--- src/rtl/assert_macros.svh ---
// Assertion macros shared by the RTL; empty when SYNTH is defined.
`ifndef ASSERT_MACROS_SVH
`define ASSERT_MACROS_SVH

`ifndef SYNTH
// Same-cycle implication, sampled on clk, off while rst_n is low.
`define ASSERT_IMPL(lbl, ante, cons, msg) \
  lbl: assert property (@(posedge clk) disable iff (!rst_n) (ante) |-> (cons)) else $error(msg);
// Next-cycle implication, sampled on clk, off while rst_n is low.
`define ASSERT_NEXT(lbl, ante, cons, msg) \
  lbl: assert property (@(posedge clk) disable iff (!rst_n) (ante) |=> (cons)) else $error(msg);
`else
`define ASSERT_IMPL(lbl, ante, cons, msg)
`define ASSERT_NEXT(lbl, ante, cons, msg)
`endif

`endif

--- src/rtl/ccab_pkg.sv ---
// Shared types, codes and constants of the CSMA-CA backoff controller.
package ccab_pkg;

  localparam int QUEUE_DEPTH_DEF = 8;

  // Request opcodes
  localparam logic [1:0] OP_SUBMIT   = 2'd0;
  localparam logic [1:0] OP_COMPLETE = 2'd1;
  localparam logic [1:0] OP_BUSY     = 2'd2;

  // Result kinds
  localparam logic [1:0] KIND_TX   = 2'd0;
  localparam logic [1:0] KIND_WAIT = 2'd1;
  localparam logic [1:0] KIND_FAIL = 2'd2;
  localparam logic [1:0] KIND_DROP = 2'd3;

  // Configuration register indexes
  localparam logic [1:0] CFG_CSMA_EN   = 2'd0;
  localparam logic [1:0] CFG_MIN_EXP   = 2'd1;
  localparam logic [1:0] CFG_MAX_EXP   = 2'd2;
  localparam logic [1:0] CFG_UNIT_TIME = 2'd3;

  // Register reset values
  localparam logic        CSMA_EN_RST   = 1'b1;
  localparam logic [3:0]  MIN_EXP_RST   = 4'd3;
  localparam logic [3:0]  MAX_EXP_RST   = 4'd5;
  localparam logic [15:0] UNIT_TIME_RST = 16'd320;

  // Waits at or below this are reported as zero
  localparam logic [15:0] SHORT_WAIT_LIMIT = 16'd10;

  // (2^15 - 1) * 65535 needs 31 bits
  localparam int INTERVAL_W = 31;
  // Remainder unit: one dividend bit per step, sixteen steps
  localparam logic [3:0] DIV_CNT_LAST = 4'd15;

  typedef enum logic [3:0] {
    ST_IDLE,
    ST_DECODE,
    ST_PASS,
    ST_DROP,
    ST_START,
    ST_FAIL,
    ST_RETIRE,
    ST_READ,
    ST_NEXT,
    ST_DIV,
    ST_WAIT,
    ST_RETX
  } state_t;

  typedef enum logic [2:0] {
    EM_PASS,
    EM_DROP,
    EM_START,
    EM_NEXT,
    EM_FAIL,
    EM_WAIT,
    EM_RETX
  } emit_t;

  typedef struct packed {
    logic  capture;
    logic  push;
    logic  raise;
    logic  retire;
    logic  div_step;
    logic  emit;
    emit_t emit_sel;
  } cmd_t;

  typedef struct packed {
    logic [1:0] op;
    logic       csma_en;
    logic       tx_active;
    logic       full;
    logic       raise_fail;
    logic       more_queued;
    logic       div_last;
    logic       out_free;
  } status_t;

endpackage

--- src/rtl/ccab_ram.sv ---
// Generic single-write, single-read RAM with registered read data.
module ccab_ram #(
  parameter int WIDTH = 8,
  parameter int DEPTH = 8,
  localparam int ADDR_W = (DEPTH > 1) ? $clog2(DEPTH) : 1
) (
  input  logic              clk,
  input  logic              we,
  input  logic [ADDR_W-1:0] waddr,
  input  logic [WIDTH-1:0]  wdata,
  input  logic [ADDR_W-1:0] raddr,
  output logic [WIDTH-1:0]  rdata
);

  logic [WIDTH-1:0] mem [DEPTH];

  always_ff @(posedge clk) begin
    if (we) begin
      mem[waddr] <= wdata;
    end
    rdata <= mem[raddr];
  end

endmodule

--- src/rtl/ccab_ctrl.sv ---
// Sequencing state machine of the CSMA-CA backoff controller.
module ccab_ctrl
  import ccab_pkg::*;
(
  input  logic    clk,
  input  logic    rst_n,
  input  logic    in_valid,
  input  status_t status,
  output logic    in_stall,
  output cmd_t    cmd
);

  state_t state_r, state_nxt;
  logic   active_ok;

  assign active_ok = status.csma_en && status.tx_active;

  always_ff @(posedge clk) begin
    if (!rst_n) begin
      state_r <= ST_IDLE;
    end else begin
      state_r <= state_nxt;
    end
  end

  // Next state
  always_comb begin
    state_nxt = state_r;
    case (state_r)
      ST_IDLE: begin
        if (in_valid) state_nxt = ST_DECODE;
      end
      ST_DECODE: begin
        state_nxt = ST_IDLE;
        if (status.op == OP_SUBMIT) begin
          if (!status.csma_en)        state_nxt = ST_PASS;
          else if (status.full)       state_nxt = ST_DROP;
          else if (!status.tx_active) state_nxt = ST_START;
        end else if (status.op == OP_COMPLETE && active_ok) begin
          state_nxt = ST_RETIRE;
        end else if (status.op == OP_BUSY && active_ok) begin
          state_nxt = status.raise_fail ? ST_FAIL : ST_DIV;
        end
      end
      ST_PASS, ST_DROP, ST_START, ST_NEXT, ST_RETX: begin
        if (status.out_free) state_nxt = ST_IDLE;
      end
      ST_FAIL: begin
        if (status.out_free) state_nxt = ST_RETIRE;
      end
      ST_RETIRE: begin
        state_nxt = status.more_queued ? ST_READ : ST_IDLE;
      end
      ST_READ: begin
        state_nxt = ST_NEXT;
      end
      ST_DIV: begin
        if (status.div_last) state_nxt = ST_WAIT;
      end
      ST_WAIT: begin
        if (status.out_free) state_nxt = ST_RETX;
      end
      default: begin
        state_nxt = ST_IDLE;
      end
    endcase
  end

  // Outputs
  always_comb begin
    cmd      = '0;
    in_stall = 1'b1;
    cmd.emit_sel = EM_PASS;
    case (state_r)
      ST_IDLE: begin
        in_stall    = 1'b0;
        cmd.capture = in_valid;
      end
      ST_DECODE: begin
        cmd.push  = (status.op == OP_SUBMIT) && status.csma_en && !status.full;
        cmd.raise = (status.op == OP_BUSY) && active_ok && !status.raise_fail;
      end
      ST_PASS: begin
        cmd.emit = 1'b1;
        cmd.emit_sel = EM_PASS;
      end
      ST_DROP: begin
        cmd.emit = 1'b1;
        cmd.emit_sel = EM_DROP;
      end
      ST_START: begin
        cmd.emit = 1'b1;
        cmd.emit_sel = EM_START;
      end
      ST_FAIL: begin
        cmd.emit = 1'b1;
        cmd.emit_sel = EM_FAIL;
      end
      ST_RETIRE: begin
        cmd.retire = 1'b1;
      end
      ST_READ: begin
      end
      ST_NEXT: begin
        cmd.emit = 1'b1;
        cmd.emit_sel = EM_NEXT;
      end
      ST_DIV: begin
        cmd.div_step = 1'b1;
      end
      ST_WAIT: begin
        cmd.emit = 1'b1;
        cmd.emit_sel = EM_WAIT;
      end
      ST_RETX: begin
        cmd.emit = 1'b1;
        cmd.emit_sel = EM_RETX;
      end
      default: begin
      end
    endcase
  end

endmodule

--- src/rtl/ccab_dp.sv ---
// Datapath: registers, handle FIFO, bit-serial remainder and result register.
module ccab_dp
  import ccab_pkg::*;
#(
  parameter int QUEUE_DEPTH = QUEUE_DEPTH_DEF
) (
  input  logic        clk,
  input  logic        rst_n,
  input  logic        cfg_valid,
  input  logic [1:0]  cfg_index,
  input  logic [15:0] cfg_data,
  input  logic [1:0]  in_op,
  input  logic [7:0]  in_packet_handle,
  input  logic [15:0] in_random_value,
  input  logic        out_stall,
  output logic        out_valid,
  output logic [1:0]  out_kind,
  output logic [7:0]  out_handle_out,
  output logic [15:0] out_wait_ticks,
  output logic        out_last,
  input  cmd_t        cmd,
  output status_t     status
);

  localparam int IDX_W = (QUEUE_DEPTH > 1) ? $clog2(QUEUE_DEPTH) : 1;
  localparam int CNT_W = $clog2(QUEUE_DEPTH + 1);
  localparam int SUM_W = CNT_W + 1;

  // Configuration
  logic        csma_en_r;
  logic [3:0]  min_exp_r, max_exp_r;
  logic [15:0] unit_time_r;

  // Control state
  logic             tx_active_r, tx_active_nxt;
  logic [3:0]       exponent_r, exponent_nxt;
  logic [IDX_W-1:0] head_r, head_nxt;
  logic [CNT_W-1:0] count_r, count_nxt;
  logic [3:0]       div_cnt_r;
  logic             out_valid_r;

  // Captured request and working registers
  logic [1:0]            op_r;
  logic [7:0]            handle_r;
  logic [15:0]           rnd_r;
  logic [INTERVAL_W-1:0] interval_r;
  logic [15:0]           rem_r;

  logic [1:0]  out_kind_r;
  logic [7:0]  out_handle_r;
  logic [15:0] out_wait_r;
  logic        out_last_r;

  logic [7:0]       head_handle;
  logic [SUM_W-1:0] tail_sum;
  logic [IDX_W-1:0] tail_idx, head_inc;
  logic [4:0]       raised;
  logic             more_queued, out_free, load;
  logic [16:0]      trial;
  logic             trial_ge;
  logic [15:0]      wait_val;
  logic [1:0]       em_kind;
  logic [7:0]       em_handle;
  logic [15:0]      em_wait;
  logic             em_last;

  ccab_ram #(
    .WIDTH(8),
    .DEPTH(QUEUE_DEPTH)
  ) u_ram (
    .clk  (clk),
    .we   (cmd.push),
    .waddr(tail_idx),
    .wdata(handle_r),
    .raddr(head_r),
    .rdata(head_handle)
  );

  // head + count wraps at most once
  assign tail_sum = SUM_W'(head_r) + SUM_W'(count_r);
  assign tail_idx = (tail_sum >= SUM_W'(QUEUE_DEPTH)) ?
                    IDX_W'(tail_sum - SUM_W'(QUEUE_DEPTH)) : IDX_W'(tail_sum);
  assign head_inc = (head_r == IDX_W'(QUEUE_DEPTH - 1)) ? '0 : head_r + IDX_W'(1);

  // One bit wider so exponent 15 still fails
  assign raised      = {1'b0, exponent_r} + 5'd1;
  assign more_queued = count_r > CNT_W'(1);
  assign out_free    = !out_valid_r || !out_stall;
  assign load        = cmd.emit && out_free;

  // Restoring remainder step
  assign trial    = {rem_r, rnd_r[15]};
  assign trial_ge = {14'd0, trial} >= interval_r;

  always_comb begin
    wait_val = rem_r;
    if (interval_r == '0 || rem_r <= SHORT_WAIT_LIMIT) wait_val = '0;
  end

  always_comb begin
    tx_active_nxt = tx_active_r;
    exponent_nxt  = exponent_r;
    head_nxt      = head_r;
    count_nxt     = count_r;
    if (cmd.push) count_nxt = count_r + CNT_W'(1);
    if (cmd.raise) exponent_nxt = raised[3:0];
    if (cmd.retire) begin
      tx_active_nxt = 1'b0;
      exponent_nxt  = min_exp_r;
      if (count_r != '0) begin
        head_nxt  = head_inc;
        count_nxt = count_r - CNT_W'(1);
      end
    end
    if (load && (cmd.emit_sel == EM_START || cmd.emit_sel == EM_NEXT)) begin
      tx_active_nxt = 1'b1;
    end
  end

  always_comb begin
    em_kind   = KIND_TX;
    em_handle = handle_r;
    em_wait   = '0;
    em_last   = 1'b1;
    case (cmd.emit_sel)
      EM_PASS, EM_START: begin
        em_kind = KIND_TX;
      end
      EM_DROP: begin
        em_kind = KIND_DROP;
      end
      EM_NEXT, EM_RETX: begin
        em_handle = head_handle;
      end
      EM_FAIL: begin
        em_kind   = KIND_FAIL;
        em_handle = head_handle;
        em_last   = !more_queued;
      end
      EM_WAIT: begin
        em_kind   = KIND_WAIT;
        em_handle = head_handle;
        em_wait   = wait_val;
        em_last   = 1'b0;
      end
      default: begin
      end
    endcase
  end

  always_ff @(posedge clk) begin
    if (!rst_n) begin
      csma_en_r   <= CSMA_EN_RST;
      min_exp_r   <= MIN_EXP_RST;
      max_exp_r   <= MAX_EXP_RST;
      unit_time_r <= UNIT_TIME_RST;
      tx_active_r <= 1'b0;
      exponent_r  <= MIN_EXP_RST;
      head_r      <= '0;
      count_r     <= '0;
      div_cnt_r   <= '0;
      out_valid_r <= 1'b0;
    end else begin
      if (cfg_valid) begin
        case (cfg_index)
          CFG_CSMA_EN:   csma_en_r   <= cfg_data[0];
          CFG_MIN_EXP:   min_exp_r   <= cfg_data[3:0];
          CFG_MAX_EXP:   max_exp_r   <= cfg_data[3:0];
          CFG_UNIT_TIME: unit_time_r <= cfg_data;
          default: begin
          end
        endcase
      end
      tx_active_r <= tx_active_nxt;
      exponent_r  <= exponent_nxt;
      head_r      <= head_nxt;
      count_r     <= count_nxt;
      if (cmd.raise) div_cnt_r <= '0;
      else if (cmd.div_step) div_cnt_r <= div_cnt_r + 4'd1;
      if (load) out_valid_r <= 1'b1;
      else if (!out_stall) out_valid_r <= 1'b0;
    end
  end

  always_ff @(posedge clk) begin
    if (cmd.capture) begin
      op_r     <= in_op;
      handle_r <= in_packet_handle;
      rnd_r    <= in_random_value;
    end else if (cmd.div_step) begin
      rnd_r <= {rnd_r[14:0], 1'b0};
    end
    if (cmd.raise) begin
      interval_r <= (INTERVAL_W'(unit_time_r) << raised[3:0]) - INTERVAL_W'(unit_time_r);
      rem_r      <= '0;
    end else if (cmd.div_step) begin
      rem_r <= trial_ge ? 16'(trial - interval_r[16:0]) : trial[15:0];
    end
    if (load) begin
      out_kind_r   <= em_kind;
      out_handle_r <= em_handle;
      out_wait_r   <= em_wait;
      out_last_r   <= em_last;
    end
  end

  assign out_valid      = out_valid_r;
  assign out_kind       = out_kind_r;
  assign out_handle_out = out_handle_r;
  assign out_wait_ticks = out_wait_r;
  assign out_last       = out_last_r;

  assign status.op          = op_r;
  assign status.csma_en     = csma_en_r;
  assign status.tx_active   = tx_active_r;
  assign status.full        = count_r == CNT_W'(QUEUE_DEPTH);
  assign status.raise_fail  = raised > {1'b0, max_exp_r};
  assign status.more_queued = more_queued;
  assign status.div_last    = div_cnt_r == DIV_CNT_LAST;
  assign status.out_free    = out_free;

endmodule

--- src/rtl/csma_ca_backoff_controller.sv ---
// Top level of the unslotted CSMA-CA backoff controller.
// Takes radio events one request at a time and answers with up to two result
// requests: submit gives one result at most (transmit, or a drop when the
// QUEUE_DEPTH-entry handle FIFO is full), complete retires the head packet and
// may start the next, and channel busy either reports access failure (then
// possibly the next transmit) or gives a backoff wait followed by a
// retransmit. A busy that backs off first runs the bit-serial remainder unit,
// which retires one bit of random_value per cycle. The result register lets
// the next request in while a result still waits under out_stall; the FIFO
// needs no clearing pass after reset. Configuration writes are always taken
// (cfg_ready is tied high) and belong in idle periods.
`include "assert_macros.svh"

module csma_ca_backoff_controller
  import ccab_pkg::*;
#(
  parameter int QUEUE_DEPTH = QUEUE_DEPTH_DEF
) (
  input  logic        clk,
  input  logic        rst_n,
  // Configuration write channel
  input  logic        cfg_valid,
  output logic        cfg_ready,
  input  logic [1:0]  cfg_index,
  input  logic [15:0] cfg_data,
  // Event requests
  input  logic        in_valid,
  output logic        in_stall,
  input  logic [1:0]  in_op,
  input  logic [7:0]  in_packet_handle,
  input  logic [15:0] in_random_value,
  // Result requests
  output logic        out_valid,
  input  logic        out_stall,
  output logic [1:0]  out_kind,
  output logic [7:0]  out_handle_out,
  output logic [15:0] out_wait_ticks,
  output logic        out_last
);

  cmd_t    cmd;
  status_t status;

  // Registers are plain flops; no write ever needs to wait
  assign cfg_ready = 1'b1;

  ccab_ctrl u_ctrl (
    .clk     (clk),
    .rst_n   (rst_n),
    .in_valid(in_valid),
    .status  (status),
    .in_stall(in_stall),
    .cmd     (cmd)
  );

  ccab_dp #(
    .QUEUE_DEPTH(QUEUE_DEPTH)
  ) u_dp (
    .clk             (clk),
    .rst_n           (rst_n),
    .cfg_valid       (cfg_valid && cfg_ready),
    .cfg_index       (cfg_index),
    .cfg_data        (cfg_data),
    .in_op           (in_op),
    .in_packet_handle(in_packet_handle),
    .in_random_value (in_random_value),
    .out_stall       (out_stall),
    .out_valid       (out_valid),
    .out_kind        (out_kind),
    .out_handle_out  (out_handle_out),
    .out_wait_ticks  (out_wait_ticks),
    .out_last        (out_last),
    .cmd             (cmd),
    .status          (status)
  );

  // Push only with room in the FIFO
  `ASSERT_IMPL(a_push_room, cmd.push, !status.full, "push into full queue")
  // A backoff raise never runs past the maximum exponent
  `ASSERT_IMPL(a_raise_ok, cmd.raise, !status.raise_fail, "raise past max exponent")
  // Retire only a packet that is on air
  `ASSERT_IMPL(a_retire_active, cmd.retire, status.tx_active, "retire while idle")
  // Retire leaves the radio idle until the next start
  `ASSERT_NEXT(a_retire_idle, cmd.retire, !status.tx_active, "tx still active after retire")

endmodule
--- config.mk ---
export PLATFORM = sky130hd
export DESIGN_NAME = csma_ca_backoff_controller
export DESIGN_NICKNAME = d
export VERILOG_FILES = /design/src/rtl/ccab_pkg.sv /design/src/rtl/ccab_ram.sv /design/src/rtl/ccab_ctrl.sv /design/src/rtl/ccab_dp.sv /design/src/rtl/csma_ca_backoff_controller.sv
export VERILOG_INCLUDE_DIRS = /design/src /design/src/rtl
export SDC_FILE = /design/constraint.sdc
export NUM_CORES = 1
export LEC_CHECK = 0
export BUFFER_PORTS_ARGS = -buffer_cell sky130_fd_sc_hd__buf_2
export CAP_MARGIN = 20
export CORE_MARGIN = 3
export CORE_UTILIZATION = 37
export DETAILED_ROUTE_END_ITERATION = 8
export PLACE_DENSITY = 0.59
export SYNTH_ARGS = -nofsm -noshare
export SYNTH_HDL_FRONTEND = slang
export SYNTH_SLANG_ARGS = --single-unit
export TNS_END_PERCENT = 50
--- constraint.sdc ---
create_clock -name clk -period 5.4 [get_ports clk]
set_input_delay 0.27 -clock clk [delete_from_list [all_inputs] [get_ports clk]]
set_output_delay 0.27 -clock clk [all_outputs]
set_load 0.03 [all_outputs]
==> Word-level counts from Yosys, hierarchy flattened <==
Memory sizes are Yosys's and may differ from the RTL's. A register that Yosys moved wholly into a read port is not among the register bits.
Index checks and enable logic that the tools add are counted.
{ "op_classes": {"addsub": 9, "reduce_logical": 34, "order_cmp": 5, "shifts": 1, "n_bitwise": 2, "muxes": 39, "eq_ne": 31} }
{ "ops": {"columns": ["operator", "n"], "rows": [
  ["2-to-1 mux 4 bit", 16],
  ["2-to-1 mux 16 bit", 3],
  ["one-hot mux 4 bit (8 select lines)", 1],
  ["greater-or-equal comparator 17 x 31 -> 1 bit", 1],
  ["zero test 31 bit", 1],
  ["<< shifter 16 x 4 -> 31 bit", 1],
  ["subtractor 31 x 16 -> 31 bit", 1],
  ["one-hot mux 4 bit (7 select lines)", 1],
  ["equality test 4 bit (second input constant)", 6],
  ["equality test 4 x 3 -> 1 bit (second input constant)", 4],
  ["<= comparator 16 x 4 -> 1 bit (second input constant)", 1],
  ["subtractor 16 bit", 1],
  ["equality test 3 bit (second input constant)", 4],
  ["2-to-1 mux 3 bit", 4],
  ["2-to-1 mux 1 bit", 10],
  ["AND reduction 2 bit", 5],
  ["adder 4 x 1 -> 4 bit (second input constant)", 2],
  ["equality test 4 x 2 -> 1 bit (second input constant)", 2],
  ["logical AND 1 bit", 8],
  ["2-to-1 mux 8 bit", 1],
  ["inequality test 2 x 1 -> 1 bit (second input constant)", 4],
  ["equality test 2 bit (second input constant)", 3],
  ["equality test 3 x 2 -> 1 bit (second input constant)", 2],
  ["one-hot mux 2 bit (3 select lines)", 1],
  ["25 further kinds", 38]
]} }
{ "totals": {"input_bits": 49, "output_inout_bits": 30, "ram_bits": 64, "regBits": 146, "wordCells": 142, "n_memories": 1} }
{ "mem_list": {"columns": ["memory", "words", "width", "read_ports", "rd_ports_with_merged_regs", "write_ports", "line_no", "text"], "rows": [
  ["u_dp.u_ram.mem", 8, 8, 1, 1, 1, "ccab_ram.sv:15", "logic [WIDTH-1:0] mem [DEPTH];"]
]} }

==> Longest topological paths before layout <==
Gate-level depths: netlist (run 1).
{ "logic_depth": {"ltp_word": 8, "mapped_depth": 19, "mapped_depth_nobuf": 16} }

==> Modules after synthesis <==
From an unflattened synthesis (run 1), not the netlist that was laid out.
{ "unflattened": {"cells_unflattened": 1063, "hier_area_um2": 11888.9} }
{ "modules_own_cells": {"columns": ["mod", "cells_each", "seq_area_each_um2", "instances", "area_each_um2"], "rows": [
  ["ccab_dp", 883, 3683.5, 1, 8703.3],
  ["ccab_ram", 114, 2082.0, 1, 2691.3],
  ["ccab_ctrl", 64, 80.1, 1, 483.0],
  ["csma_ca_backoff_controller", 2, 0.0, 1, 11.3]
]} }

==> Worst setup path after synthesis (run 1) <==
No wires, ideal clock.
{ "synth_path": {"path_type": "register to register", "from": "reg u_dp.exponent_r[0]", "to": "reg u_dp.interval_r[0] (enable)", "period_less_slack_ns": 4.025, "arrival_ns": 3.617, "t_required_ns": 4.992, "path_stages_with_launch": 15, "setup_time_ns": 0.408, "slack_ns": 1.375, "n_path_buf": 6, "path_cell_list": "dfxtp_1 > buf_6 > buf_6 > nand3_2 > xor2_1 > buf_4 > inv_1 > buf_1 > ha_1 > a31oi_1 > nand3b_1 > a22oi_1 > o21a_1 > clkbuf_1 > clkbuf_1"} }
{ "synth_rtl": {"columns": ["element", "line_no", "text"], "rows": [
  ["from (decl)", "ccab_dp.sv:36", "logic [3:0] exponent_r, exponent_nxt;"],
  ["from (signal assigned)", "ccab_dp.sv:175", "exponent_r <= exponent_nxt;"],
  ["to (signal assigned)", "ccab_dp.sv:194", "interval_r <= (INTERVAL_W'(unit_time_r) << raised[3:0]) - INTERVAL_W'(unit_time_r);"],
  ["to (decl)", "ccab_dp.sv:46", "logic [INTERVAL_W-1:0] interval_r;"]
]} }

==> Worst setup path after layout (run 1) <==
{ "layout_path": {"from": "reg u_dp.exponent_r[1]", "to": "reg u_dp.interval_r[29], data pin"} }
{ "layout_via": {"elab_chain_cells": 3} }
{ "layout_rtl": {"columns": ["element", "line_no", "text"], "rows": [
  ["adder 4 x 1 -> 5 bit", "ccab_dp.sv:86", "assign raised = {1'b0, exponent_r} + 5'd1;"],
  ["<< shifter 16 x 4 -> 31 bit", "ccab_dp.sv:194", null],
  ["subtractor 31 x 16 -> 31 bit", "ccab_dp.sv:194", null]
]} }
Every way passes these cells.
A chain may end at the register's enable or synchronous reset.

==> run summary, run 1 <==
Outcome
- run status: completed

Cells and area
- area taken by flip-flops and latches: 5850 µm²
- # nets final: 1243
- Syn-to-layout area delta: 15.7%
- utilization of the core after routing: 43.5%
- count of inserted antenna diode cells: 0
- area taken by multi-input logic gates: 5320 µm²
- Final Instance Area: 13400 µm²
- fraction of layout cells with a size suffix above 1: 16.2%
- number of fill cells in the layout: 2901

Synth
- top_reg_cell synth: sky130_fd_sc_hd__edfxtp_1
- count of flip-flops with a built-in enable after synthesis: 148
- post-synth net total: 1147
- Cell Area, Synth: 11500 µm²
- synthesis warning total: 0
- part of the Yosys area used for sequential elements: 50.7%
- Syn Inst Count: 1050
- Seq cells post-synth: 218
- library cells used by synthesis: 76
- syn_area_per_cell: 11.0 µm²
- fraction of registers with async set/reset: 0%

Setup path
- crit-path max FO: 31
- crit-path cells: ha_1, o21ai_0, a21oi_1, nand2_1, o21ai_0, nor2_1, ha_1, or3_1, o311ai_0, nand2b_1, a31oi_1, a31oi_1, o41ai_1, a2bb2oi_1
- Setup Crit Path Kind: reg2reg
- peak per-stage delay on the critical path: 0.97 ns
- arrival time of the worst setup path: 4.80 ns
- Worst EP required: 5.65 ns
- worst reg2reg path depth: 14
- Reg-to-Reg Start: u_dp.exponent_r[1]$_SDFFE_PN1P_
- setup slack of the worst register-to-register path: 0.85 ns
- slowest cell on the critical path: sky130_fd_sc_hd__ha_1
- critical register-to-register path endpoint: u_dp.interval_r[29]$_DFFE_PP_
- Critical Path Sink Type: flip-flop
- launching element type of the critical path: flip-flop

Drt
- final antenna-violating net count: 0
- DRC violation count after routing: 0
- WL per Instance: 16.1 µm
- overall via count from detail_route: 8075
- DRT Wirelength: 25100 µm
- initial DRC count: 520
- First-pass DRT Iterations: 5
- Vias per Instance: 5.18

GRT
- number of antenna violations at the first check in global routing: 0
- Total Routing Usage GR: 14.9%
- number of global-route vias before repair: 7918
- grt ovf: 0
- largest net degree at the start of global routing: 32
- global-route wire length before repair: 41200 µm

Pwr
- internal power: 0.00351 W
- leak pwr: 5.11 nW
- Power, Total: 0.00513 W
- share of total power consumed by net switching: 31.6%
- switching power summed over all nets: 0.00162 W
- sequential group share of total power: 44.4%
- maximum vdd ir drop: 0.239 mV
- power density normalized to cell area: 384 nW/µm²
- share of total power in the clock network: 30.3%
- combinational cell fraction of total power: 25.3%

Clocking
- TritonCTS clock tree: yes
- level count of the clock H-tree: 1
- Clock Latency Late Sink: 0.52 ns
- CTS Buf Count: 24
- number of cells upsized or downsized after cts: 0
- clock-pin slew on the worst setup and hold paths: 0.06 ns
- cell at the root of the clock tree: sky130_fd_sc_hd__clkbuf_16
- clock buffer depth: 3
- total number of clock tree sinks: 218

STA
- setup skew after layout: 0.00842 ns
- minimum clock period after layout: 4.55 ns
- final setup vio count: 0
- relative max-transition margin: 30.6%
- maximum achievable frequency: 0.220 GHz
- transition time of the tightest slew-check pin: 1.04 ns
- setup TNS: 0 ns
- ratio of final minimum period to clock period: 84.2%
- max-slew violation total from the final report: 0
- final count of hold timing violations: 0
- RSZ-0062 raised after global routing: false

Run
- max-cap violation count: 0

Floorplan
- starting density of the core: 37.6%
- count of pins on the block boundary: 79
- site row count: 64
- area inside the core boundary: 30700 µm²
- area enclosed by the die boundary: 33300 µm²
- width of the die: 183 µm
- die outline height: 183 µm

Placed design
- hpwl dp: 17700 µm
- buffers added on ports: 77
- placer congestion estimate: 0.843
- area after detailed placement: 12300 µm²

Min path
- Hold Path End: u_dp.rnd_r[15]$_DFFE_PP_
- HP Start: in_random_value[15]
- Hold Path Class: in2reg
- worst hold path depth: 3

-- power groups by stage --
stage / logic [W] / clock network [W] / registers (W)
floorplan: 0.000833 / 0 / 0.00240
global placement: 0.00128 / 0 / 0.00231
detailed placement: 0.00129 / 0 / 0.00231
CTS: 0.00131 / 0.00160 / 0.00228
global route: 0.00145 / 0.00167 / 0.00231
finish: 0.00130 / 0.00155 / 0.00227
-- metal layers --
layer | share of wire [%] | up-vias | wire length [µm] | track usage, %
li1 | - | 4055 | - | -
met2 | 44 | 164 | 10900 | 23.3
met3 | 4.2 | 40 | 1060 | 2.19
met4 | 2.4 | 0 | 611 | 4.02
met1 | 50 | 3816 | 12500 | 21.7
met5 | 0 | - | 0 | 0
-- registers in the layout, summed over array words and instances (netlist names), 8 cells and up --
name                 flops
u_dp.out_wait_ticks     16
u_dp.u_ram.mem          64
u_dp.interval_r         31
u_dp.handle_r            8
u_dp.rnd_r              16
u_dp.u_ram.rdata         8
u_dp.unit_time_r        16
u_dp.out_handle_out      8
u_dp.rem_r              16
-- kinds of logic (layout without fill, tap and decap cells) --
logic type      count (synthesis)  count (layout)  synth area share, %
compound gates                188             188                 10.5
simple gates                  358             358                 14.9
flops                         218             218                 50.7
xor+xnor                       47              47                 3.63
mux                            90              90                 11.3
other cells                     1               1               0.0325
buf+inv                       100             214                 3.56
fa+ha+maj                      48              48                 5.40
-- worst max-delay path by stage --
| stage | slack (ns) | endpoint | depth (start not counted) | start |
|---|---|---|---|---|
| after floorplan | 1.38 | u_dp.interval_r[0]$_DFFE_PP_ | 14 | u_dp.exponent_r[0]$_SDFFE_PN1P_ |
| after global placement | 1.02 | u_dp.interval_r[29]$_DFFE_PP_ | 14 | u_dp.exponent_r[1]$_SDFFE_PN1P_ |
| after detailed placement | 0.89 | u_dp.interval_r[29]$_DFFE_PP_ | 12 | u_dp.exponent_r[1]$_SDFFE_PN1P_ |
| after CTS | 0.88 | u_dp.interval_r[29]$_DFFE_PP_ | 14 | u_dp.exponent_r[1]$_SDFFE_PN1P_ |
| after global routing | 0.38 | u_dp.interval_r[29]$_DFFE_PP_ | 14 | u_dp.exponent_r[1]$_SDFFE_PN1P_ |
| final | 0.85 | u_dp.interval_r[29]$_DFFE_PP_ | 14 | u_dp.exponent_r[1]$_SDFFE_PN1P_ |
-- repair_timing --
action	4_1_cts	5_1_grt
hold buffers	27	0
setup buffers	0	0
endpoints found under the hold margin	28	0
-- cell usage after synthesis, drive strengths merged (7+ instances only) --
cell	count	share of area, %
ha	45	4.9
and3	9	0.49
mux2	20	2.0
o21ai	26	1.1
xnor2	31	2.4
o211ai	7	0.46
nand2	143	4.7
nor4	16	1.0
nand3	18	0.82
inv	55	1.8
clkbuf	25	0.81
a31oi	13	0.70
nor2	68	2.2
a211oi	14	0.95
a21o	12	0.78
mux2i	41	3.6
mux4	29	5.8
dfxtp	70	12
o21a	11	0.72
nor2b	12	0.65
edfxtp	148	39
nand4	8	0.43
nand2b	13	0.77
buf	20	0.95
a21oi	67	2.9
xor2	16	1.2
and2	20	1.1
nor3	26	1.3
-- worst max-delay path: cells and delay by family (launching register included) --
kind / cells / cell delay [ns]
fa+ha+maj: 2 / 1.19
compound gates: 8 / 2.03
simple gates: 4 / 0.72
flops: 1 / 0.33
-- layout by cell type (no fill, tap or decap), types with 19 or more instances in the layout --
cell / count
sky130_fd_sc_hd__xnor2_1: 30
sky130_fd_sc_hd__a21oi_1: 64
sky130_fd_sc_hd__nor3_1: 21
sky130_fd_sc_hd__clkbuf_16: 24
sky130_fd_sc_hd__mux2i_1: 41
sky130_fd_sc_hd__inv_1: 55
sky130_fd_sc_hd__and2_1: 20
sky130_fd_sc_hd__edfxtp_1: 148
sky130_fd_sc_hd__o21ai_0: 26
sky130_fd_sc_hd__nor2_1: 68
sky130_fd_sc_hd__mux2_2: 19
sky130_fd_sc_hd__buf_2: 77
sky130_fd_sc_hd__ha_1: 45
sky130_fd_sc_hd__mux4_2: 26
sky130_fd_sc_hd__dfxtp_1: 70
sky130_fd_sc_hd__dlygate4sd3_1: 27
sky130_fd_sc_hd__nand2_1: 143
-- metrics by stage --
| step | hold WS [ns] | setup slack (ns) | instances |
|---|---|---|---|
| 5_1_grt | 0.0162 | 0.383 | 1560 |
| 3_3_place_gp | 0.446 | 1.02 | 1488 |
| 4_1_cts | 0.00191 | 0.878 | 1559 |
| 6_report | 0.0173 | 0.853 | 1560 |
| 2_1_floorplan | 0.369 | 1.38 | 1050 |
| 3_5_place_dp | 0.448 | 0.892 | 1488 |
-- layout make-up --
cell class	count	area share (%)
flip-flops and latches	218	43.8
clock buffers	36	5.06
multi-input cells	732	39.8
inverters	55	1.55
repair buffers	115	5.53
well taps	396	3.71
clock inverters	8	0.581
Power figures use the tool's default switching activity.
==> run 2: changes to the inputs <==
==> constraint.sdc (replaced) <==
create_clock -name clk -period 4.5 [get_ports clk]
set_input_delay 0.225 -clock clk [delete_from_list [all_inputs] [get_ports clk]]
set_output_delay 0.225 -clock clk [all_outputs]
set_load 0.03 [all_outputs]
==> run 2 against run 1 <==
Net effect: first-iteration DRC count decreased by 11%; critical endpoint is now u_dp.interval_r[24]$_DFFE_PP_; largest power group unchanged; cell count increased by 1.3%; global-route usage increased by 0.27 points; register-to-register slack got worse by 0.43 ns.
==> run summary, run 2 (synthesis gave the netlist of run 1 again) <==
GRT
- number of antenna violations at the first check in global routing: 0
- number of global-route vias before repair: 8089
- Total Routing Usage GR: 15.2%
- grt ovf: 0
- global-route wire length before repair: 41800 µm
- largest net degree at the start of global routing: 35

Placed design
- hpwl dp: 17800 µm
- area after detailed placement: 12300 µm²
- buffers added on ports: 77
- number of cells in the design after placement: 1491
- placer congestion estimate: 0.821

Cells and area
- Syn-to-layout area delta: 17.3%
- fraction of layout cells with a size suffix above 1: 15.9%
- non-filler instance count after layout: 1581
- commonest non-fill, non-tap cell in the layout: sky130_fd_sc_hd__edfxtp_1
- number of fill cells in the layout: 2859
- max FFs per register: 64
- register containing the most flip-flops in the final layout: u_dp.u_ram.mem
- count of inserted antenna diode cells: 0
- Final Instance Area: 13500 µm²
- area taken by flip-flops and latches: 5850 µm²
- largest registers ranked by flip-flop count: u_dp.u_ram.mem (64), u_dp.interval_r (31)
- # nets final: 1263
- most used cells in the layout excluding fill and tap cells: 148 x sky130_fd_sc_hd__edfxtp_1, 143 x sky130_fd_sc_hd__nand2_1, 77 x sky130_fd_sc_hd__buf_2
- area taken by multi-input logic gates: 5310 µm²

Outcome
- run status: completed

Min path
- HP Start: in_random_value[0]
- Hold Path End: u_dp.rnd_r[0]$_SDFFCE_PN0P_
- Hold Path Class: in2reg
- worst hold path depth: 2

Drt
- Vias per Instance: 5.13
- DRC violation count after routing: 0
- WL per Instance: 16.0 µm
- First-pass DRT Iterations: 6
- overall via count from detail_route: 8114
- DRT Wirelength: 25300 µm
- final antenna-violating net count: 0
- initial DRC count: 465

Setup path
- crit-path max FO: 18
- Setup Crit Path Kind: reg2reg
- Worst EP required: 4.75 ns
- Critical Path Sink Type: flip-flop
- arrival time of the worst setup path: 4.33 ns
- worst reg2reg path depth: 13
- launching element type of the critical path: flip-flop
- setup slack of the worst register-to-register path: 0.43 ns
- critical register-to-register path endpoint: u_dp.interval_r[24]$_DFFE_PP_
- Reg-to-Reg Start: u_dp.exponent_r[1]$_SDFFE_PN1P_

STA
- transition time of the tightest slew-check pin: 1.05 ns
- ratio of final minimum period to clock period: 90.6%
- setup TNS: 0 ns
- relative max-transition margin: 30.2%
- minimum clock period after layout: 4.07 ns
- setup skew after layout: 0.0176 ns
- max-slew violation total from the final report: 0
- final setup vio count: 0
- RSZ-0062 raised after global routing: false
- final count of hold timing violations: 0
- worst hold margin: 0.0282 ns
- maximum achievable frequency: 0.245 GHz

Pwr
- share of total power consumed by net switching: 31.8%
- internal power: 0.00420 W
- share of total power in the clock network: 30.3%
- Power, Total: 0.00616 W
- combinational cell fraction of total power: 25.4%
- leak pwr: 5.19 nW
- power density normalized to cell area: 455 nW/µm²
- maximum vdd ir drop: 0.279 mV
- switching power summed over all nets: 0.00196 W
- sequential group share of total power: 44.3%

Floorplan
- starting density of the core: 37.6%
- die outline height: 183 µm
- site row count: 64
- area enclosed by the die boundary: 33300 µm²
- count of pins on the block boundary: 79
- width of the die: 183 µm
- area inside the core boundary: 30700 µm²

Clocking
- CTS Buf Count: 25
- cell at the root of the clock tree: sky130_fd_sc_hd__clkbuf_16
- Clock Latency Late Sink: 0.53 ns
- Post-CTS Hold Buffers: 43
- total number of clock tree sinks: 218
- level count of the clock H-tree: 1
- number of cells upsized or downsized after cts: 0
- clock buffer depth: 3
- clock-pin slew on the worst setup and hold paths: 0.06 ns
- TritonCTS clock tree: yes
- post-CTS setup repair buffer count: 0

Run
- max-cap violation count: 0

==> run 2: changes by cell type in the layout (fill, tap and decap cells not counted) <==
cell | previous run | this run
sky130_fd_sc_hd__clkinv_4 | 0 | 1
sky130_fd_sc_hd__dlygate4sd3_1 | 27 | 43
sky130_fd_sc_hd__clkinv_2 | 4 | 2
sky130_fd_sc_hd__buf_4 | 11 | 14
sky130_fd_sc_hd__nor3_1 | 21 | 22
sky130_fd_sc_hd__clkinv_1 | 1 | 5
sky130_fd_sc_hd__clkinv_8 | 1 | 0
sky130_fd_sc_hd__clkbuf_16 | 24 | 25
sky130_fd_sc_hd__inv_16 | 0 | 1
sky130_fd_sc_hd__bufinv_16 | 1 | 0
sky130_fd_sc_hd__nor3_2 | 4 | 3
sky130_fd_sc_hd__clkinvlp_4 | 1 | 0
==> run 2: worst max-delay path by stage <==
stage,startpoint,endpoint,slack (ns),cells after the start
after detailed placement,u_dp.exponent_r[1]$_SDFFE_PN1P_,u_dp.interval_r[29]$_DFFE_PP_,0.43,12
after global routing,u_dp.exponent_r[1]$_SDFFE_PN1P_,u_dp.interval_r[29]$_DFFE_PP_,0.14,14
after floorplan,u_dp.exponent_r[0]$_SDFFE_PN1P_,u_dp.interval_r[0]$_DFFE_PP_,0.48,14
final,u_dp.exponent_r[1]$_SDFFE_PN1P_,u_dp.interval_r[24]$_DFFE_PP_,0.43,13
after global placement,u_dp.exponent_r[1]$_SDFFE_PN1P_,u_dp.interval_r[29]$_DFFE_PP_,0.52,12
after CTS,u_dp.exponent_r[1]$_SDFFE_PN1P_,u_dp.interval_r[29]$_DFFE_PP_,0.43,12
==> run 2: layout make-up <==
class | instances | area share [%]
clock inverters | 9 | 0.425
repair buffers | 134 | 6.80
inverters | 55 | 1.52
multi-input cells | 732 | 39.2
clock buffers | 37 | 5.18
flip-flops and latches | 218 | 43.2
well taps | 396 | 3.66
==> run 2: power by group through the flow <==
stage | sequential, W | clock (W) | combinational, W
4_1_cts | 0.00273 | 0.00193 | 0.00158
5_1_grt | 0.00277 | 0.00200 | 0.00175
3_5_place_dp | 0.00278 | 0 | 0.00155
2_1_floorplan | 0.00288 | 0 | 0.000999
6_report | 0.00273 | 0.00186 | 0.00157
3_3_place_gp | 0.00277 | 0 | 0.00153
==> run 2: through the flow <==
step | util [%] | setup WS (ns)
CTS | 44.1 | 0.431
global placement | 40.2 | 0.515
floorplan | - | 0.475
global route | 44.1 | 0.142
detailed placement | 40.2 | 0.434
finish | 44.1 | 0.425
==> run 2: metal layers <==
layer	routed length (µm)	track usage, %	up-vias	share of wire (%)
met5	0	0	-	0
met2	11300	24.1	177	45
met1	12300	21.9	3811	49
li1	-	-	4088	-
met4	522	3.69	0	2.1
met3	1110	2.37	38	4.4
==> run 2: worst max-delay path, cell delays in order, from the launching register on <==
cell and delay (ns):
sky130_fd_sc_hd__dfxtp_1 0.33, sky130_fd_sc_hd__ha_1 0.57, sky130_fd_sc_hd__buf_4 0.33, sky130_fd_sc_hd__mux4_2 0.54, sky130_fd_sc_hd__mux2i_1 0.19, sky130_fd_sc_hd__mux2i_1 0.11, sky130_fd_sc_hd__ha_1 0.35, sky130_fd_sc_hd__a21o_1 0.20
sky130_fd_sc_hd__a21oi_1 0.21, sky130_fd_sc_hd__a21oi_1 0.09, sky130_fd_sc_hd__a211o_1 0.40, sky130_fd_sc_hd__nor2_1 0.21, sky130_fd_sc_hd__a311o_1 0.21, sky130_fd_sc_hd__o31ai_1 0.07
==> run 3: changes to the inputs <==
==> constraint.sdc (replaced) <==
create_clock -name clk -period 4.65 [get_ports clk]
set_input_delay 0.2325 -clock clk [delete_from_list [all_inputs] [get_ports clk]]
set_output_delay 0.2325 -clock clk [all_outputs]
set_load 0.03 [all_outputs]
==> run 3 against run 2 <==
Net effect: sequential share of layout area fell by 0.22 points; sequential power fell by 3%; clock-buffer cell count fell by 3; critical path type unchanged.
==> run summary, run 3 (synthesis gave the netlist of run 1 again) <==
Setup path
- crit-path max FO: 19
- launch point of the critical path: u_dp.exponent_r[1]$_SDFFE_PN1P_
- arrival time of the worst setup path: 4.33 ns
- setup slack of the worst register-to-register path: 0.58 ns
- Reg-to-Reg Start: u_dp.exponent_r[1]$_SDFFE_PN1P_
- Worst EP required: 4.91 ns
- launching element type of the critical path: flip-flop
- Setup Crit Path Kind: reg2reg
- Critical Path Sink Type: flip-flop

STA
- ratio of final minimum period to clock period: 87.5%
- RSZ-0062 raised after global routing: false
- max-slew violation total from the final report: 0
- setup skew after layout: 0.0103 ns
- transition time of the tightest slew-check pin: 1.01 ns
- maximum achievable frequency: 0.246 GHz
- final count of hold timing violations: 0
- setup TNS: 0 ns
- minimum clock period after layout: 4.07 ns
- relative max-transition margin: 32.7%
- final setup vio count: 0

Clocking
- Post-CTS Hold Buffers: 44
- Clock Latency Late Sink: 0.53 ns
- number of cells upsized or downsized after cts: 0
- clock-pin slew on the worst setup and hold paths: 0.06 ns
- level count of the clock H-tree: 1
- clock buffer depth: 3
- post-CTS setup repair buffer count: 0
- cell at the root of the clock tree: sky130_fd_sc_hd__clkbuf_16
- total number of clock tree sinks: 218
- CTS Buf Count: 25
- TritonCTS clock tree: yes

GRT
- largest net degree at the start of global routing: 32
- Total Routing Usage GR: 15.0%
- grt ovf: 0
- number of antenna violations at the first check in global routing: 0
- number of global-route vias before repair: 7924
- global-route wire length before repair: 41500 µm

Cells and area
- Final Instance Area: 13600 µm²
- fraction of layout cells with a size suffix above 1: 16.5%
- largest registers ranked by flip-flop count: u_dp.u_ram.mem (64), u_dp.interval_r (31)
- most used cells in the layout excluding fill and tap cells: 148 x sky130_fd_sc_hd__edfxtp_1, 143 x sky130_fd_sc_hd__nand2_1, 77 x sky130_fd_sc_hd__buf_2
- count of inserted antenna diode cells: 0
- # nets final: 1265
- max FFs per register: 64
- Syn-to-layout area delta: 17.9%
- commonest non-fill, non-tap cell in the layout: sky130_fd_sc_hd__edfxtp_1
- register containing the most flip-flops in the final layout: u_dp.u_ram.mem

Drt
- overall via count from detail_route: 8008
- WL per Instance: 15.8 µm
- initial DRC count: 526
- DRC violation count after routing: 0
- final antenna-violating net count: 0
- DRT Wirelength: 25000 µm
- First-pass DRT Iterations: 5
- Vias per Instance: 5.06

Placed design
- hpwl dp: 17600 µm
- area after detailed placement: 12300 µm²
- buffers added on ports: 77
- placer congestion estimate: 0.843

Floorplan
- die outline height: 183 µm
- area enclosed by the die boundary: 33300 µm²
- count of pins on the block boundary: 79
- starting density of the core: 37.6%
- width of the die: 183 µm
- site row count: 64
- area inside the core boundary: 30700 µm²

Pwr
- maximum vdd ir drop: 0.305 mV
- power density normalized to cell area: 442 nW/µm²
- leak pwr: 5.22 nW

Min path
- HP Start: in_random_value[0]
- Hold Path Class: in2reg

Outcome
- run status: completed

Run
- max-cap violation count: 0

## run 3: changes by cell type in the layout (fill, tap and decap cells not counted), sizes merged
cell	change
clkinvlp	+1
inv	+1
buf	+1
clkinv	+1
clkbuf	-3
dlygate4sd3	+1
## run 3: per-stage QoR
step,instances,setup slack [ns],util (%),total power (W),hold slack (ns)
5_1_grt,1583,0.272,44.4,0.00635,0.0288
4_1_cts,1581,0.605,44.3,0.00609,0.0195
2_1_floorplan,1050,0.625,-,0.00376,0.331
6_report,1583,0.581,44.4,0.00601,0.0395
3_5_place_dp,1491,0.616,40.2,0.00419,0.411
3_3_place_gp,1491,0.720,40.2,0.00416,0.410
## run 3: report_power, final
group          internal (W)  switching [W]
registers           0.00246       0.000177
logic              0.000564       0.000953
clock network       0.00107       0.000784
## run 3: final timing paths
path,cells after the start,end
max,13,u_dp.interval_r[24]$_DFFE_PP_
min reg2reg,2,u_dp.div_cnt_r[1]$_SDFFE_PP0P_
min,2,u_dp.rnd_r[0]$_SDFFCE_PN0P_
max reg2reg,13,u_dp.interval_r[24]$_DFFE_PP_
## run 3: cell type report
cell class	count	area (µm²)
clock inverter	12	90.1
tap	396	495
inverter	55	206
clock buffer	34	701
multi-input combinational	732	5310
timing repair buffer	136	958
fill	2883	17100
sequential	218	5850
## run 3: critical path: stages, from the launching register on
cell	delay, ns
sky130_fd_sc_hd__dfxtp_1	0.33
sky130_fd_sc_hd__ha_1	0.54
sky130_fd_sc_hd__buf_4	0.33
sky130_fd_sc_hd__mux4_2	0.54
sky130_fd_sc_hd__mux2i_1	0.18
sky130_fd_sc_hd__mux2i_1	0.11
sky130_fd_sc_hd__ha_1	0.36
sky130_fd_sc_hd__a21o_1	0.20
sky130_fd_sc_hd__a21oi_1	0.20
sky130_fd_sc_hd__a21oi_1	0.09
sky130_fd_sc_hd__a211o_1	0.40
sky130_fd_sc_hd__nor2_1	0.24
sky130_fd_sc_hd__a311o_1	0.22
sky130_fd_sc_hd__o31ai_1	0.07
## run 3: metal layers
| metal | up-vias | wire length (µm) | part of all wire, % | GRT usage (%) |
|---|---|---|---|---|
| li1 | 4090 | - | - | - |
| met5 | - | 0 | 0 | 0 |
| met3 | 20 | 832 | 3.3 | 2.07 |
| met4 | 0 | 402 | 1.6 | 3.08 |
| met2 | 108 | 11000 | 44 | 23.7 |
| met1 | 3790 | 12700 | 51 | 22.1 |
